`config.mk`:
```
export PLATFORM = sky130hd
export DESIGN_NAME = fcsj_fifo
export DESIGN_NICKNAME = d
export VERILOG_FILES = /design/src/sv/fc_sigmoid_layer_jacobian_top_assert.svh /design/src/sv/fcsj_pkg.sv /design/src/sv/fcsj_fifo.sv
export SDC_FILE = /design/constraint.sdc
export NUM_CORES = 1
export LEC_CHECK = 0
export BUFFER_PORTS_ARGS = -buffer_cell sky130_fd_sc_hd__buf_2
export CAP_MARGIN = 30
export CELL_PAD_IN_SITES_DETAIL_PLACEMENT = 0
export CELL_PAD_IN_SITES_GLOBAL_PLACEMENT = 1
export CORE_MARGIN = 2
export CORE_UTILIZATION = 43
export CTS_CLUSTER_DIAMETER = 50
export DETAILED_ROUTE_END_ITERATION = 8
export PLACE_DENSITY = 0.74
export SLEW_MARGIN = 10
export SYNTH_ARGS = -nofsm -noshare
export SYNTH_HDL_FRONTEND = slang
export SYNTH_SLANG_ARGS = --single-unit
```
`constraint.sdc`:
```
create_clock -name clk -period 2.8 [get_ports clk]
set_input_delay 0.56 -clock clk [delete_from_list [all_inputs] [get_ports clk]]
set_output_delay 0.56 -clock clk [all_outputs]
set_load 0.05 [all_outputs]
```
`src/sv/fc_sigmoid_layer_jacobian_top_assert.svh`:
```
// Assertion macros used by the Jacobian layer top level.
// Simulation builds get concurrent assertions; synthesis builds get empty bodies.
`ifndef FC_SIGMOID_LAYER_JACOBIAN_TOP_ASSERT_SVH
`define FC_SIGMOID_LAYER_JACOBIAN_TOP_ASSERT_SVH
`ifndef SYNTHESIS
`define FCSJ_ASSERT(lbl, clk, rstn, prop, msg) \
	lbl: assert property (@(posedge clk) disable iff (!rstn) prop) else $error(msg);
`define FCSJ_ASSERT_NEXT(lbl, clk, rstn, ante, cons, msg) \
	lbl: assert property (@(posedge clk) disable iff (!rstn) (ante) |=> (cons)) else $error(msg);
`else
`define FCSJ_ASSERT(lbl, clk, rstn, prop, msg)
`define FCSJ_ASSERT_NEXT(lbl, clk, rstn, ante, cons, msg)
`endif
`endif

```
`src/sv/fcsj_pkg.sv`:
```
// Types, constants and helper functions of the sigmoid layer Jacobian block.
// Used by every other file of the block but the assertion header; depends on nothing.
package fcsj_pkg;

	localparam int MAX_ROWS = 16;
	localparam int MAX_COLS = 16;
	localparam int ROW_W    = $clog2(MAX_ROWS);
	localparam int COL_W    = $clog2(MAX_COLS);
	localparam int WADDR_W  = ROW_W + COL_W;
	localparam int CNT_W    = 5;
	localparam int Q_DEPTH  = 2;
	localparam int QPTR_W   = $clog2(Q_DEPTH);
	localparam int QCNT_W   = $clog2(Q_DEPTH + 1);
	localparam int REGIDX_W = 3;

	typedef enum logic [1:0] {
		CMD_WEIGHT = 2'd0,
		CMD_BIAS   = 2'd1,
		CMD_INPUT  = 2'd2,
		CMD_REQ    = 2'd3
	} cmd_t;

	typedef enum logic [REGIDX_W-1:0] {
		REG_MODE     = 3'd0,
		REG_ROWS     = 3'd1,
		REG_COLS     = 3'd2,
		REG_CUT      = 3'd3,
		REG_FALLBACK = 3'd4
	} reg_idx_t;

	typedef enum logic [2:0] {
		K_WEIGHT,
		K_BIAS,
		K_INPUT,
		K_REQ,
		K_ERR
	} op_kind_t;

	typedef struct packed {
		op_kind_t          kind;
		logic [ROW_W-1:0]  row;
		logic [COL_W-1:0]  col;
		logic [15:0]       value;
	} op_t;

	typedef struct packed {
		logic              mode;
		logic [CNT_W-1:0]  rows;
		logic [CNT_W-1:0]  cols;
		logic [14:0]       cut;
		logic [15:0]       fallback;
	} cfg_t;

	typedef struct packed {
		logic              full;
		logic              empty;
		logic [QCNT_W-1:0] cnt;
	} q_stat_t;

	typedef enum logic [3:0] {
		B_IDLE,
		B_MAC,
		B_EXP1,
		B_EXP2,
		B_EXP3,
		B_SQ,
		B_DINIT,
		B_DIV,
		B_RD,
		B_MUL,
		B_OUT,
		B_GOUT,
		B_ERR
	} bstate_t;

	// round(65536 * 2^(-k/16))
	function automatic logic [16:0] pow2_frac(input logic [4:0] k);
		logic [16:0] r;
		case (k)
			5'd0:    r = 17'd65536;
			5'd1:    r = 17'd62757;
			5'd2:    r = 17'd60097;
			5'd3:    r = 17'd57549;
			5'd4:    r = 17'd55109;
			5'd5:    r = 17'd52773;
			5'd6:    r = 17'd50535;
			5'd7:    r = 17'd48392;
			5'd8:    r = 17'd46341;
			5'd9:    r = 17'd44376;
			5'd10:   r = 17'd42495;
			5'd11:   r = 17'd40693;
			5'd12:   r = 17'd38968;
			5'd13:   r = 17'd37316;
			5'd14:   r = 17'd35734;
			5'd15:   r = 17'd34219;
			5'd16:   r = 17'd32768;
			default: r = 17'd32768;
		endcase
		return r;
	endfunction

	function automatic logic [CNT_W-1:0] clamp_cnt(input logic [CNT_W-1:0] v,
		input logic [CNT_W-1:0] mx);
		logic [CNT_W-1:0] r;
		if (v == '0)
			r = CNT_W'(1);
		else if (v > mx)
			r = mx;
		else
			r = v;
		return r;
	endfunction

endpackage

```
`src/sv/fcsj_fifo.sv`:
```
// Short command queue between the front end and the compute back end.
// Depends on fcsj_pkg.
module fcsj_fifo (
	input  logic                clk,
	input  logic                arst_n,
	input  logic                push,
	input  fcsj_pkg::op_t       push_item,
	input  logic                pop,
	output fcsj_pkg::op_t       head,
	output fcsj_pkg::q_stat_t   stat
);

	fcsj_pkg::op_t                    slot_q [fcsj_pkg::Q_DEPTH];
	logic [fcsj_pkg::QPTR_W-1:0]      wptr_q;
	logic [fcsj_pkg::QPTR_W-1:0]      rptr_q;
	logic [fcsj_pkg::QCNT_W-1:0]      cnt_q;

	assign head       = slot_q[rptr_q];
	assign stat.cnt   = cnt_q;
	assign stat.full  = cnt_q == fcsj_pkg::QCNT_W'(fcsj_pkg::Q_DEPTH);
	assign stat.empty = cnt_q == '0;

	always_ff @(posedge clk or negedge arst_n) begin
		if (!arst_n) begin
			wptr_q <= '0;
			rptr_q <= '0;
			cnt_q  <= '0;
		end else begin
			if (push)
				wptr_q <= (wptr_q == fcsj_pkg::QPTR_W'(fcsj_pkg::Q_DEPTH - 1)) ? '0
					: wptr_q + 1'b1;
			if (pop)
				rptr_q <= (rptr_q == fcsj_pkg::QPTR_W'(fcsj_pkg::Q_DEPTH - 1)) ? '0
					: rptr_q + 1'b1;
			if (push && !pop)
				cnt_q <= cnt_q + 1'b1;
			else if (pop && !push)
				cnt_q <= cnt_q - 1'b1;
		end
	end

	always_ff @(posedge clk) begin
		if (push)
			slot_q[wptr_q] <= push_item;
	end

endmodule

```
==> impl_metrics.toml <==
[power]
pwrdens_nw_per_um2 = 1190
total_power_mw = 3.30
leakagePower_nw = 1.13
worst_ir_drop_vdd_mv = 0.832

[grt]
number_of_global_route_vias_before_repair = 1169
grtUsageMet2_pct = 21.0
grt_max_degree = 28
grt_use_total_pct = 14.1
grt_busiest_layer = "met2"
grt.met1_usage_pct = 15.6
globalRouteMet3Util_pct = 6.99
gr-total-overflow = 0
number_of_antenna_violations_at_the_first_check_in_global_routing = 0
grt_first_pass_wirelength_um = 5850

[cells_and_area]
growth_of_design_area_from_synthesis_to_finish_pct = 23.6
multi_input_combinational_cell_area_um2 = 460
fillCellCount = 452
antenna-diode-count = 0
final_layout_size_suffix_gt1_share_pct = 59.0
fin_nets = 205
layoutNonFillerInstCount = 248
post-route-util_pct = 54.4
sequential_cell_area_um2 = 1720

[floorplanning]
placementRows = 26
num_io_pins = 62
die_area_um2 = 5790
core-area_um2 = 5070
die_x_um = 76.1
die_y_um = 76.1
start_util_pct = 44.0

[placed_design]
hpwl_um = 2470
gpl.final_weighted_congestion = 0.709
numPortBuffers = 61
dp.cells = 232

[synth]
synth.lib_cells_used.distinct = 13
synthesis.nets = 132
ys_seq_area_share_pct = 77.0
synth.ff_latch_count = 58
yosysTopAreaCellShare_pct = 72.6
synth.top_cells.by_count = "sky130_fd_sc_hd__edfxtp_1 (54), sky130_fd_sc_hd__mux2_4 (19), sky130_fd_sc_hd__mux2_2 (8)"
synth_flop_cell = "sky130_fd_sc_hd__edfxtp_1"
synth.most_common_cell = "sky130_fd_sc_hd__edfxtp_1"
synth_enable_flop_cells = 54
post_synth_top_area_cell = "sky130_fd_sc_hd__edfxtp_1"
postSynthAreaPerCell_um2 = 22.3
yosysWarnings = 0
synthesized_cell_area_um2 = 2230
ys_top_cells_by_area = "sky130_fd_sc_hd__edfxtp_1 (73%), sky130_fd_sc_hd__mux2_4 (13%), sky130_fd_sc_hd__dfrtp_1 (4.5%)"
synth_async_sr_flop_share_pct = 6.90
post_synth_inst_count = 100

[flow_run]
timing.max_cap.violations = 0

[drt]
final_antenna_net_count = 0
vias = 1108
detail_route.wirelength_um = 3660
firstDrtPassIters = 4
drcViolationCount = 0
routed_wire_length_per_instance_um = 14.8
number_of_vias_per_cell_after_detailed_routing = 4.47
drtIter0Drc = 64

[clock_network]
cts_hold_buffers = 0
clock_insertion_delay_worst_skew_ps = 330
cts_tree = "yes"
clk_transition_reported_paths_ps = 60
number_of_sinks_handled_by_clock_tree_synthesis = 58
clock_tree.htree_level_count = 3
post-cts-setup-buffer-count = 0
tritoncts.num_buffers = 9
ctsRootBufferMaster = "sky130_fd_sc_hd__clkbuf_8"
ctsResizeCount = 0
clk_path_buf_depth = 2

[sta]
fin_worst_hold_slack_ps = 24.1
setup_viol_count_final = 0
tightest_slew_ps = 361
maxSlewHeadroom_pct = 76.0
slew_violations = 0
layout_worst_path_cycle_share_pct = 76.5
final.min_clock_period_ps = 2140
fin_setup_tns_ps = 0
grt_setup_unrepaired = "no"
finalHoldViolations = 0
fmaxAchievable_mhz = 467
worst_clock_skew_ps = 3.47

[setup_path]
critPathKind = "flop to primary output"
setup.worst_path.end_class = "primary output"
worst-endpoint-arrival_ps = 1580
r2r_cells = 2
required_time_of_the_worst_setup_path_ps = 2240
worst_setup_path_start_kind = "flop"
maximum_fanout_encountered_on_the_critical_timing_path = 18

[run_status]
result_of_the_run = "complete, no violations"

[hold_path]
hp-class = "input pin to async pin"
## per-stage QoR
stage / worst slack (ps) / area, um2
after detailed placement: 1000 / 2610
after global placement: 1040 / 2610
final: 657 / 2760
after global routing: 599 / 2760
after floorplan: 592 / 2230
after CTS: 625 / 2760
## cell families (layout without fill, tap and decap cells)
family | Yosys count | after routing | synth area share (%)
muxes | 27 | 27 | 16.8
adders and majority gates | 1 | 1 | 0.560
DFF | 58 | 58 | 77.0
and+or+nand+nor | 5 | 5 | 1.18
buffers and inverters | 4 | 82 | 2.46
xor gates and xnor gates | 5 | 5 | 1.96
## placed cells by master (no fill, tap or decap), drive strengths merged
| cell | netlist | layout |
|---|---|---|
| inv | 1 | 1 |
| clkinv | 0 | 4 |
| clkbuf | 0 | 12 |
| xnor2 | 1 | 1 |
| mux2 | 27 | 27 |
| and2 | 1 | 1 |
| nor2b | 2 | 2 |
| dfrtp | 4 | 4 |
| ha | 1 | 1 |
| edfxtp | 54 | 54 |
| xor2 | 4 | 4 |
| nor2 | 2 | 2 |
| buf | 3 | 65 |
## cell type report
class	instances	share of cell area (%)
inverters	1	0.136
repair buffers	65	12.1
clock buffers	12	4.89
multi-input cells	38	16.7
clock inverters	4	0.679
flip-flops and latches	58	62.3
well taps	70	3.17
## critical path: stages (launching register included)
cell and delay, ps:
sky130_fd_sc_hd__dfrtp_1 350, sky130_fd_sc_hd__buf_4 310, sky130_fd_sc_hd__mux2_2 370, sky130_fd_sc_hd__buf_2 210
## sequential cells by signal, summed over array words and instances, names as in the netlist
name / count
rptr_q: 1
cnt_q: 2
wptr_q: 1
slot_q: 54
## routing by layer
| metal | up-vias | wire, um |
|---|---|---|
| met5 | - | 0 |
| met4 | 0 | 87 |
| met3 | 8 | 295 |
| met2 | 54 | 1750 |
| met1 | 516 | 1530 |
| li1 | 530 | - |
## worst paths after layout
path | to | slack (ps) | startpoint
min | rptr_q | 20 | arst_n
min in group clk | slot_q[0][14] | 410 | push_item[14]
max | head[6] | 660 | rptr_q
max in group asynchronous | cnt_q[1] | 2650 | arst_n
min reg2reg | wptr_q | 520 | wptr_q
max reg2reg | slot_q[1][20] | 1590 | wptr_q
## power breakdown
part           switching, mW  leakage (nW)  total [mW]  internal (mW)
Combinational           1.02         0.495        1.46          0.447
Sequential            0.0653         0.553        1.22           1.16
Clock                  0.296        0.0816       0.609          0.313
Total                   1.38          1.13        3.30           1.92
(Power assumes the default switching activity.)
