===== src/sv/fc_sigmoid_layer_jacobian_top_assert.svh =====
// Assertion macros used by the Jacobian layer top level.
// Simulation builds get concurrent assertions; synthesis builds get empty bodies.
`ifndef FC_SIGMOID_LAYER_JACOBIAN_TOP_ASSERT_SVH
`define FC_SIGMOID_LAYER_JACOBIAN_TOP_ASSERT_SVH
`ifndef SYNTHESIS
`define FCSJ_ASSERT(lbl, clk, rstn, prop, msg) \
	lbl: assert property (@(posedge clk) disable iff (!rstn) prop) else $error(msg);
`define FCSJ_ASSERT_NEXT(lbl, clk, rstn, ante, cons, msg) \
	lbl: assert property (@(posedge clk) disable iff (!rstn) (ante) |=> (cons)) else $error(msg);
`else
`define FCSJ_ASSERT(lbl, clk, rstn, prop, msg)
`define FCSJ_ASSERT_NEXT(lbl, clk, rstn, ante, cons, msg)
`endif
`endif


===== src/sv/fcsj_pkg.sv =====
// Types, constants and helper functions of the sigmoid layer Jacobian block.
// Used by every other file of the block but the assertion header; depends on nothing.
package fcsj_pkg;

	localparam int MAX_ROWS = 16;
	localparam int MAX_COLS = 16;
	localparam int ROW_W    = $clog2(MAX_ROWS);
	localparam int COL_W    = $clog2(MAX_COLS);
	localparam int WADDR_W  = ROW_W + COL_W;
	localparam int CNT_W    = 5;
	localparam int Q_DEPTH  = 2;
	localparam int QPTR_W   = $clog2(Q_DEPTH);
	localparam int QCNT_W   = $clog2(Q_DEPTH + 1);
	localparam int REGIDX_W = 3;

	typedef enum logic [1:0] {
		CMD_WEIGHT = 2'd0,
		CMD_BIAS   = 2'd1,
		CMD_INPUT  = 2'd2,
		CMD_REQ    = 2'd3
	} cmd_t;

	typedef enum logic [REGIDX_W-1:0] {
		REG_MODE     = 3'd0,
		REG_ROWS     = 3'd1,
		REG_COLS     = 3'd2,
		REG_CUT      = 3'd3,
		REG_FALLBACK = 3'd4
	} reg_idx_t;

	typedef enum logic [2:0] {
		K_WEIGHT,
		K_BIAS,
		K_INPUT,
		K_REQ,
		K_ERR
	} op_kind_t;

	typedef struct packed {
		op_kind_t          kind;
		logic [ROW_W-1:0]  row;
		logic [COL_W-1:0]  col;
		logic [15:0]       value;
	} op_t;

	typedef struct packed {
		logic              mode;
		logic [CNT_W-1:0]  rows;
		logic [CNT_W-1:0]  cols;
		logic [14:0]       cut;
		logic [15:0]       fallback;
	} cfg_t;

	typedef struct packed {
		logic              full;
		logic              empty;
		logic [QCNT_W-1:0] cnt;
	} q_stat_t;

	typedef enum logic [3:0] {
		B_IDLE,
		B_MAC,
		B_EXP1,
		B_EXP2,
		B_EXP3,
		B_SQ,
		B_DINIT,
		B_DIV,
		B_RD,
		B_MUL,
		B_OUT,
		B_GOUT,
		B_ERR
	} bstate_t;

	// round(65536 * 2^(-k/16))
	function automatic logic [16:0] pow2_frac(input logic [4:0] k);
		logic [16:0] r;
		case (k)
			5'd0:    r = 17'd65536;
			5'd1:    r = 17'd62757;
			5'd2:    r = 17'd60097;
			5'd3:    r = 17'd57549;
			5'd4:    r = 17'd55109;
			5'd5:    r = 17'd52773;
			5'd6:    r = 17'd50535;
			5'd7:    r = 17'd48392;
			5'd8:    r = 17'd46341;
			5'd9:    r = 17'd44376;
			5'd10:   r = 17'd42495;
			5'd11:   r = 17'd40693;
			5'd12:   r = 17'd38968;
			5'd13:   r = 17'd37316;
			5'd14:   r = 17'd35734;
			5'd15:   r = 17'd34219;
			5'd16:   r = 17'd32768;
			default: r = 17'd32768;
		endcase
		return r;
	endfunction

	function automatic logic [CNT_W-1:0] clamp_cnt(input logic [CNT_W-1:0] v,
		input logic [CNT_W-1:0] mx);
		logic [CNT_W-1:0] r;
		if (v == '0)
			r = CNT_W'(1);
		else if (v > mx)
			r = mx;
		else
			r = v;
		return r;
	endfunction

endpackage


===== src/sv/fcsj_if.sv =====
// Handshake channels of the Jacobian block: item input, result output, register writes.
// Depends on fcsj_pkg for field widths.
interface fcsj_in_if;
	logic                        valid;
	logic                        ready;
	logic [1:0]                  command;
	logic [fcsj_pkg::ROW_W-1:0]  row;
	logic [fcsj_pkg::COL_W-1:0]  col;
	logic signed [15:0]          value;
	modport source(output valid, command, row, col, value, input ready);
	modport sink(input valid, command, row, col, value, output ready);
endinterface



===== src/sv/fcsj_front.sv =====
// Front end: takes input items, classifies them and hands them to the command queue.
// Depends on fcsj_pkg and fcsj_if.
module fcsj_front (
	input  logic                clk,
	input  logic                arst_n,
	fcsj_in_if.sink             items,
	input  fcsj_pkg::cfg_t      cfg,
	input  logic                q_full,
	output logic                q_push,
	output fcsj_pkg::op_t       q_item
);

	logic          valid_q;
	fcsj_pkg::op_t item_q;
	fcsj_pkg::op_t cls;

	assign items.ready = !valid_q || !q_full;
	assign q_push      = valid_q && !q_full;
	assign q_item      = item_q;

	always_comb begin
		cls.row   = items.row;
		cls.col   = items.col;
		cls.value = items.value;
		case (fcsj_pkg::cmd_t'(items.command))
			fcsj_pkg::CMD_WEIGHT: cls.kind = fcsj_pkg::K_WEIGHT;
			fcsj_pkg::CMD_BIAS:   cls.kind = fcsj_pkg::K_BIAS;
			fcsj_pkg::CMD_INPUT:  cls.kind = fcsj_pkg::K_INPUT;
			fcsj_pkg::CMD_REQ: begin
				if ({1'b0, items.row} >= cfg.rows)
					cls.kind = fcsj_pkg::K_ERR;
				else
					cls.kind = fcsj_pkg::K_REQ;
			end
			default: cls.kind = fcsj_pkg::K_ERR;
		endcase
	end

	always_ff @(posedge clk or negedge arst_n) begin
		if (!arst_n) begin
			valid_q <= 1'b0;
		end else if (items.valid && items.ready) begin
			valid_q <= 1'b1;
		end else if (q_push) begin
			valid_q <= 1'b0;
		end
	end

	always_ff @(posedge clk) begin
		if (items.valid && items.ready) begin
			item_q <= cls;
		end
	end

endmodule


===== src/flat_wrapper.sv =====
// flat-port wrapper written by rule: the top's interface ports become plain ports
module fcsj_front_flat 
  (clk, arst_n, cfg, q_full, q_push, q_item, items_valid, items_command, items_row, items_col, items_value, items_ready);
  fcsj_in_if items_i ();
  input  logic clk;
  input  logic arst_n;
  input  fcsj_pkg::cfg_t cfg;
  input  logic q_full;
  output logic q_push;
  output fcsj_pkg::op_t q_item;
  input wire logic [$bits(items_i.valid)-1:0] items_valid;
  input wire logic [$bits(items_i.command)-1:0] items_command;
  input wire logic [$bits(items_i.row)-1:0] items_row;
  input wire logic [$bits(items_i.col)-1:0] items_col;
  input wire logic [$bits(items_i.value)-1:0] items_value;
  output wire logic [$bits(items_i.ready)-1:0] items_ready;
  assign items_i.valid = items_valid;
  assign items_i.command = items_command;
  assign items_i.row = items_row;
  assign items_i.col = items_col;
  assign items_i.value = items_value;
  assign items_ready = items_i.ready;
  fcsj_front u_core (.clk(clk), .arst_n(arst_n), .items(items_i), .cfg(cfg), .q_full(q_full), .q_push(q_push), .q_item(q_item));
endmodule

===== config.mk =====
export PLATFORM = sky130hd
export DESIGN_NAME = fcsj_front_flat
export DESIGN_NICKNAME = d
export VERILOG_FILES = /design/src/sv/fc_sigmoid_layer_jacobian_top_assert.svh /design/src/sv/fcsj_pkg.sv /design/src/sv/fcsj_if.sv /design/src/sv/fcsj_front.sv /design/src/flat_wrapper.sv
export SDC_FILE = /design/constraint.sdc
export NUM_CORES = 1
export LEC_CHECK = 0
export ABC_CLOCK_PERIOD_IN_PS = 2200
export BUFFER_PORTS_ARGS = -buffer_cell sky130_fd_sc_hd__clkbuf_2
export CAP_MARGIN = 15
export CORE_MARGIN = 5
export CORE_UTILIZATION = 35
export DETAILED_ROUTE_END_ITERATION = 8
export HOLD_SLACK_MARGIN = 0.05
export PLACE_DENSITY = 0.89
export SYNTH_ARGS = -nofsm -noshare
export SYNTH_HDL_FRONTEND = slang
export SYNTH_SLANG_ARGS = --single-unit

===== constraint.sdc =====
create_clock -name clk -period 2.2 [get_ports clk]
set_clock_uncertainty 0.05 [all_clocks]
set_input_delay 0.22 -clock clk [delete_from_list [all_inputs] [get_ports clk]]
set_output_delay 0.22 -clock clk [all_outputs]
set_load 0.02 [all_outputs]

==> flow_summary.toml <==
[placed_design]
place_ws_ns = 0.788
port-buffer-count = 63
place.gp.congestion = 0.705

[power]
power_frac_seq_pct = 62.0
clkPwrFrac_pct = 20.4
intPower_mw = 0.770
p_comb_share_pct = 17.6
powerDensity_mw_per_mm2 = 611
swShare_pct = 23.9
finalPower_mw = 1.01
peakVddDrop_uv = 470
leakage_nw = 0.755
switchingPower_mw = 0.242

[synthesis]
ys_ff_latch = 28
synth_nets = 130
synth_cell_types = 15
yosysWarnings = 0
syn_area_sq_mm = 0.00101
yosys.area.top_type = "edfxtp_1"
syn_area_per_cell_sq_um = 18.7
synth_commonest_cells = "edfxtp_1, ha_1, inv_1, nand2_1, nor2b_1"
ys_seq_area_share_pct = 82.9
synthTopCellsByArea = "edfxtp_1, ha_1, dfrtp_1, nor2b_1, inv_1"
synth_top_flop_cell = "edfxtp_1"
async_flop_share_pct = 3.57
yosysMostFrequentCell = "edfxtp_1"
synth-edff-count = 27
synthCells = 54
synth_top_area_share_pct = 80.4

[setup_path]
worst-path-stages = 6
required_ns = 2.24
cp_max_fo = 3
endpoint_kind = "register"
slowest_stage = "dlygate4sd3_1"
crit_family = "buffers and inverters"
rr_worst_depth = 3
worstSetupPathType = "in -> reg"
worst_ep_arrival_time_ns = 1.65
cp.buffers_inverters = 2
crit_path_start_kind = "input port"
cp_cell_sequence = "dlygate4sd3_1, clkbuf_2, ha_1, a21oi_1, o21ai_1, o21a_1"
max_stage_delay_ns = 0.53

[die]
die_y_um = 63.7
core_area_sq_mm = 0.00276
initial_core_util_pct = 36.6
num_io_pins = 101
chipWidth_um = 63.7
rows = 19
die-area_sq_mm = 0.00406

[sta]
finalHoldViolations = 0
setup_ws_ns = 0.594
fin_tns_setup_ns = 0
period_share_pct = 73.0
slew_violations = 0
setup_viol = 0
worst_pin_slew_ns = 0.328
slew_headroom_pct = 78.1
rsz0062_at_grt = "false"
fmaxAchievable_mhz = 623
fin_crit_ns = 1.61

[final_layout]
n_fill_cell = 226
register_area_sq_um = 836
multi_input_area_sq_um = 158
n_antenna_cell = 0
syn_to_final_growth_pct = 64.3
fin_nets = 225
layout-drive-gt1-share_pct = 45.3

[clocking]
clk_path_buf_depth = 2
cts_num_sinks = 28
root_buffer = "clkbuf_4"
post_cts_buffers = 0
worst_skew_pair.late_latency_ns = 0.31
ctsResizeCount = 0
cts_tree = "yes"
numCtsBuffers = 3
cts.clk_slew.worst_paths_ns = 0.14
h-tree-depth = 1

[routing]
drtAntennaViolNets = 0
dr.first_iter.drc_count = 11
num_vias = 826
vias_per_cell = 4.61
drc_errors = 0
wirelength_um = 2570
dr.pass1.iters = 4
wl_per_cell_um = 14.4

[min_path]
hp-class = "in -> reg"
hold_depth = 3

[flow_run]
maxCapViolCount = 0

[status]
outcome = "complete, no violations"

[grt]
grt_max_degree = 28
antenna_found_initial = 0
grt_pass1_vias = 940
overflow = 0
grt_usage_pct = 13.1
grt_pass1_wl_um = 4220
[registers in the layout, summed over array words and instances, names as in the netlist]
register,count
u_core.q_item,27
u_core.valid_q,1
[metrics by stage]
step / util (%) / hold slack (ns) / cells / instance area (sq um)
after floorplan: - / -0.126 / 54 / 1010
after global placement: 49.7 / -0.0552 / 149 / 1370
after detailed placement: 49.7 / -0.0487 / 149 / 1370
after CTS: 60.1 / 0.111 / 179 / 1660
after global routing: 60.1 / 0.119 / 179 / 1660
final: 60.1 / 0.117 / 179 / 1660
[timing repair]
action                     in CTS  in global routing
setup endpoints to repair       0                  0
hold endpoints to repair       26                  0
hold buffers                   26                  0
[logic make-up after synthesis]
family,after synthesis,share of synthesized area [%]
compound gates,5,2.98
fa+ha+maj,4,4.96
simple gates,13,7.69
flops,28,82.9
buf+inv,4,1.49
[per-layer routing]
layer  share of wire, %  up-vias  GRT usage [%]
met4                1.8        0           4.16
met2                 56       51           26.0
met1                 31      381           11.7
li1                   -      390              -
met5                  0        -              0
met3                 12        4           5.15
[worst paths after layout]
check	startpoint	end	slack (ns)
min in group asynchronous	arst_n	u_core.valid_q	0.15
setup / recovery	items_row[2]	u_core.q_item[26]	0.59
setup reg to reg	u_core.valid_q	u_core.q_item[18]	0.87
hold reg to reg	u_core.valid_q	u_core.valid_q	0.51
max in group asynchronous	arst_n	u_core.valid_q	1.86
hold / removal	q_full	u_core.valid_q	0.12
[power by group through the flow]
| stage | combinational [mW] | clock, mW | sequential, mW |
|---|---|---|---|
| finish | 0.178 | 0.206 | 0.628 |
| global route | 0.194 | 0.235 | 0.631 |
| CTS | 0.179 | 0.214 | 0.627 |
| detailed placement | 0.142 | 0 | 0.639 |
| global placement | 0.135 | 0 | 0.639 |
| floorplan | 0.0343 | 0 | 0.676 |
[final cells by class]
class | instances | share of cell area [%]
clock inverters | 1 | 0.227
clock buffers | 3 | 1.36
well taps | 31 | 2.34
repair buffers | 90 | 35.2
inverters | 4 | 0.906
multi-input cells | 22 | 9.52
flip-flops and latches | 28 | 50.5
[worst register-to-register path, stage by stage, from the launching register on]
cell and delay (ns):
dfrtp_1 0.41, nand2_1 0.10, and2_1 0.14, buf_4 0.32
[layout by cell type, fill, tap and decap left out, drive strengths merged]
| cell type | n |
|---|---|
| inv | 4 |
| dlygate4sd3 | 26 |
| a31oi | 2 |
| buf | 1 |
| nand2 | 4 |
| and2 | 1 |
| nand2b | 1 |
| clkinv | 1 |
| o21a | 1 |
| nor2b | 3 |
| nor2 | 1 |
| nand3b | 2 |
| edfxtp | 27 |
| o21ai | 1 |
| clkbuf | 66 |
| and4bb | 1 |
| dfrtp | 1 |
| ha | 4 |
| a21oi | 1 |
No activity file was read; power rests on OpenSTA's default activity.
